### src/hdl/dvrt_ram.sv
// Generic single-write, single-read RAM with a registered read port.
// No dependencies.
`timescale 1ns / 1ps
`default_nettype none

module dvrt_ram #(
  parameter int WIDTH = 8,
  parameter int DEPTH = 64
) (
  input  wire logic                     clk,
  input  wire logic                     we,
  input  wire logic [$clog2(DEPTH)-1:0] waddr,
  input  wire logic [WIDTH-1:0]         wdata,
  input  wire logic [$clog2(DEPTH)-1:0] raddr,
  output logic      [WIDTH-1:0]         rdata
);

  logic [WIDTH-1:0] mem [DEPTH];

  always_ff @(posedge clk) begin
    if (we) begin
      mem[waddr] <= wdata;
    end
    rdata <= mem[raddr];
  end

endmodule

`default_nettype wire

### config.mk
export PLATFORM = sky130hd
export DESIGN_NAME = dvrt_ram
export DESIGN_NICKNAME = d
export VERILOG_FILES = /design/src/hdl/dvrt_ram.sv
export SDC_FILE = /design/constraint.sdc
export NUM_CORES = 1
export LEC_CHECK = 0
export ABC_AREA = 1
export BUFFER_PORTS_ARGS = -buffer_cell sky130_fd_sc_hd__buf_4
export CAP_MARGIN = 20
export CORE_MARGIN = 2
export CORE_UTILIZATION = 40
export DETAILED_ROUTE_END_ITERATION = 16
export SLEW_MARGIN = 10
export SYNTH_ARGS = -nofsm -noshare
export SYNTH_HDL_FRONTEND = slang
export SYNTH_SLANG_ARGS = --single-unit
### constraint.sdc
create_clock -name clk -period 4.6 [get_ports clk]
set_clock_uncertainty 0.15 [all_clocks]
set_input_delay 0 -clock clk [delete_from_list [all_inputs] [get_ports clk]]
set_output_delay 0 -clock clk [all_outputs]
set_load 0.005 [all_outputs]
Word level (Yosys, flattened, before mapping)
Memories as Yosys holds them, arrays and structs flattened. A register that Yosys moved wholly into a read port is not among the register bits.
Index checks and enable logic that the tools add are counted.
{"block": "classes", "mux": 2}
{"operator": "$mux 1", "n": 2}
{"block": "totals", "regBits": 0, "mem_bits_rw": 512, "inputBits": 22, "output_inout_bits": 8, "wordCells": 3, "n_memories": 1}
{"memory": "mem", "depth": 64, "width": 8, "read_ports": 1, "rd_clocked_by_memory_dff": 1, "wr": 1, "line_no": "18", "source": "logic [WIDTH-1:0] mem [DEPTH];"}

Logic depth before layout (Yosys ltp)
{"block": "depth", "ltp_word": 2, "mapped_depth": 12, "depth_no_buf": 9}

Worst setup path before layout
Ideal clock, no wire load.
{"block": "synth_timing", "path_kind": "input port to flip-flop", "from": "in we", "to": "mem mem[48][0], enable pin", "setup_ns": 0.395, "t_arrival_ns": 1.371, "t_required_ns": 4.055, "setup_slack_ns": 2.684, "stages": 3, "n_path_buf": 1, "cell_sequence": "clkbuf_1 nand4_1 nor4_1"}
{"block": "synth_via", "elab_chain_len": 2}
{"element": "start, declared", "line_no": "11", "source": "input wire logic we,"}
{"element": "$mux 1", "line_no": "21", "source": "if (we) begin"}
{"element": "$mux 1 (implied by the code)", "line_no": "22", "source": "mem[waddr] <= wdata;"}
{"element": "end, declared", "line_no": "18"}
Every way passes these cells.

==> summary.md <==
The pre-antenna-repair detailed-routing pass consisted of 5 iterations. Across all layers, the routed design uses 13700 vias. The worst register-to-register path begins at mem[54][6]$_DFFE_PP_. The final number of hold-violating endpoints came out at 0. The area overhead of the layout relative to synthesis is 11.0%, and the global router's overall resource usage is 19.2%. Floorplan row count: 84. Among the stages of the critical path, the cell type that occurs most often is nand3_1.

The worst setup path is of the input pin to flop kind. The run gives 3920 ps as the arrival time reported for the critical path endpoint. On the worst path, the slowest cell contributes a delay of 730 ps. The tools report the kind of start point of the critical path as an input pin. The total core area came out at 0.0527 sq mm. After layout, the worst path uses 77.8% of the clock period.

The routed design has 53400 um of wire. The logs give 8.40 nW for the static leakage and 0 for the setup fix buffers added after clock tree synthesis. The run gives 28600 um as the half-perimeter wire length after placement. The worst register-to-register path has a depth of 11. The number of slew-limit violations in the final report is 0.

Buffers placed on the I/O ports in this run total 29. The number of primary I/O pins was 30; the fraction of layout cells with a size suffix above 1 was 6.75%. The per-cell via count in the routed design works out to 5.37. The leading register cell type out of synthesis was edfxtp_1. The type of element capturing the critical path is a flop. The clock transition at the register clock pins on the worst setup and hold paths after CTS works out to 70 ps.

The min-delay analysis places its worst path in the category input pin to flop. For the via count of the first global-routing pass, the log shows 13400. The compound-cell area share of the yosys netlist is 0%. For the fill cell total of the finished layout, the log shows 4716.

The first routing iteration left 1619 violations. The summed instance area of the synthesized netlist is 0.0213 sq mm, and the H-tree level count is 2. TritonCTS created 52 clock buffers. For the count of maximum capacitance violations, the log shows 0. The initial antenna violation count is 1, and the post-placement setup slack is 1790 ps. The width of the die came out at 235 um. Among all stages on the critical path, the largest delay is contributed by inv_4. Area share of fa/ha/maj cells after synthesis: 0%.

The fraction of synthesized cell area taken by the top area cell type is 72.0%, and the total nets after synthesis is 1827. After synthesis, the share of cell area in mux cells is 0%. The flow ran to the end, and the final reports show no timing, DRC or antenna violations.

Dividing the synthesized area by the synthesized cell count gives 11.8 sq um. For this run, asynchronously set or reset flops after synthesis account for 0%. After global routing the overflow that remains totals 0. Counting along the longest clock path gives a buffer depth of 3. The xor/xnor share of the synthesized area is 0%. The total negative slack was 0 ps; the source-to-sink clock delay at the later pin of the worst-skew pair was 600 ps. Walking the worst path, the cells encountered are buf_4 -> inv_4 -> buf_12 -> nand3_1 -> nand3_1 -> nand2_1 -> nand2_1 -> nand3_1 -> dlygate4sd3_1 -> nand3_1 -> dlygate4sd3_1 -> nand2_1 -> dlygate4sd3_1.

The post-synthesis share of cell area spent on and, or, nand and nor gates came out at 23.2%. The die boundary height came out at 235 um. The logs give 4940 ps for the critical path data required time and 0 for the final setup violation count. Main combinational cell family by area after synthesis: simple AND/OR/NAND/NOR gates. The run gives 1835 as the net count reported at finish. The power density over the cells is 429 mW/mm^2, and the flip-flop and latch count after synthesis is 520. Setup repair after global routing left no endpoint under its margin.

Entering global routing, the biggest net connects 197 pins. After detailed routing, the average wire length per cell comes to 21.0 um. The synthesized design spends more area on one cell type than any other, namely edfxtp_1. The pin slew with the least headroom to its limit was 989 ps. In the synthesized netlist, the cells that appear most often are nand2_1, edfxtp_1, nand3_1, nor2_1, buf_2. VDD sags by at most 0.000335 V.

The run gives 33.8% as the relative max-transition margin. In the routed design, unresolved DRC markers number 0. The worst-case register-to-register setup slack came out at 1550 ps. The final weighted congestion in routability-driven placement is 0.792, and the first-pass GRT wire length is 81800 um.

The instance count along the most critical hold path is 4, and the maximum operating frequency is 279 MHz. In this run the remaining antenna-violating nets after routing total 0. The clock drives 520 sinks. The path with the worst hold slack has its endpoint at mem[51][3]$_DFFE_PP_. The capture point of the worst reg-to-reg path is rdata[6]$_DFF_P_.

The cell count after synthesis came out at 1805. The cell at the root of the clock tree was clkbuf_16. The worst path in the final design needs a cycle of 3580 ps, including I/O delays and setup.

The tools report the area of the die as 0.0552 sq mm. The most frequent cell after synthesis is nand2_1. The share of the Yosys chip area taken by registers is 72.8%. TritonCTS built the clock tree. By area the synthesized netlist is led by edfxtp_1, nand2_1, nand3_1.

Setup slack closes at 1020 ps. The repair_antennas step left the layout with diodes totalling 0. The number of different library cells used by synthesis comes to 16.

Along the worst path, the maximum fanout reaches 65. The number of synthesized flops with an enable pin is 512, and the number of warnings printed during yosys synthesis is 0. Once the floorplan was initialized, standard cells occupied 40.5% of the core. The tools report the worst hold path startpoint as waddr[4].
## per-stage QoR
step / instance area (sq um) / util, % / instances / hold slack, ps / power [W]
6_report: 23700 / 45.0 / 2540 / 86.5 / 0.0102
5_1_grt: 23700 / 45.0 / 2540 / 96.1 / 0.0105
4_1_cts: 23700 / 45.0 / 2540 / 38.6 / 0.0102
3_5_place_dp: 21800 / 41.3 / 2425 / 209 / 0.00596
3_3_place_gp: 21800 / 41.3 / 2425 / 213 / 0.00595
2_1_floorplan: 21300 / - / 1805 / -51.1 / 0.00572
## logic make-up after synthesis
kind of cell | Yosys count
buf+inv | 125
flops | 520
simple gates | 1160
## layout by cell type, fill, tap and decap left out, types with 4 or more instances in the layout
| cell type | netlist | layout |
|---|---|---|
| inv_1 | 10 | 8 |
| nand4_1 | 9 | 9 |
| nor2_1 | 56 | 56 |
| dlygate4sd3_1 | 0 | 22 |
| nor4_1 | 8 | 8 |
| clkbuf_8 | 0 | 4 |
| clkinv_1 | 0 | 5 |
| edfxtp_1 | 512 | 512 |
| nand2_1 | 648 | 648 |
| buf_4 | 14 | 42 |
| nand3_1 | 439 | 439 |
| clkbuf_16 | 0 | 53 |
| dfxtp_1 | 8 | 8 |
| bufinv_16 | 0 | 6 |
| clkbuf_1 | 15 | 12 |
| clkinv_2 | 0 | 8 |
## worst max-delay path, delay by kind of cell
kind          cells  cell delay, ps
buf+inv           6            3090
simple gates      7             690
## routing by layer
metal,global-route usage (%),part of all wire (%),vias to the layer above
li1,-,-,6357
met1,27.6,45,6744
met2,29.6,45,475
met3,4.65,7.8,73
met4,4.39,1.9,2
met5,0,0.028,-
## worst max path at each step
stage / startpoint / to / slack, ps
floorplan: we / mem[48][0]$_DFFE_PP_ / 2680
global placement: raddr[0] / rdata[2]$_DFF_P_ / 1780
detailed placement: raddr[0] / rdata[2]$_DFF_P_ / 1790
CTS: raddr[1] / rdata[6]$_DFF_P_ / 1110
global route: raddr[1] / rdata[6]$_DFF_P_ / 860
finish: raddr[1] / rdata[6]$_DFF_P_ / 1020
## repair_timing
action / 4_1_cts / 5_1_grt
hold endpoints to repair: 576 / 0
hold buffers: 22 / 0
gates resized for setup: 0 / 0
## report_power, final
group	total, W	switching (W)	leakage [nW]	internal [W]
clock	0.00428	0.00177	0.829	0.00251
combinational	0.000616	0.000456	2.90	0.000160
sequential	0.00527	0.0000216	4.67	0.00524
## registers in the layout (all words and copies together), names as in the netlist
| register | count |
|---|---|
| mem | 512 |
| rdata | 8 |
## cell type report
| class | count | area (sq um) | area share [%] |
|---|---|---|---|
| sequential | 520 | 15500 | 65.6 |
| multi-input combinational | 1160 | 4950 | 20.9 |
| clock buffer | 69 | 1430 | 6.02 |
| tap | 688 | 861 | 3.63 |
| timing repair buffer | 67 | 587 | 2.48 |
| clock inverter | 24 | 279 | 1.18 |
| inverter | 12 | 52.6 | 0.222 |
No activity file was read; power rests on OpenSTA's default activity.
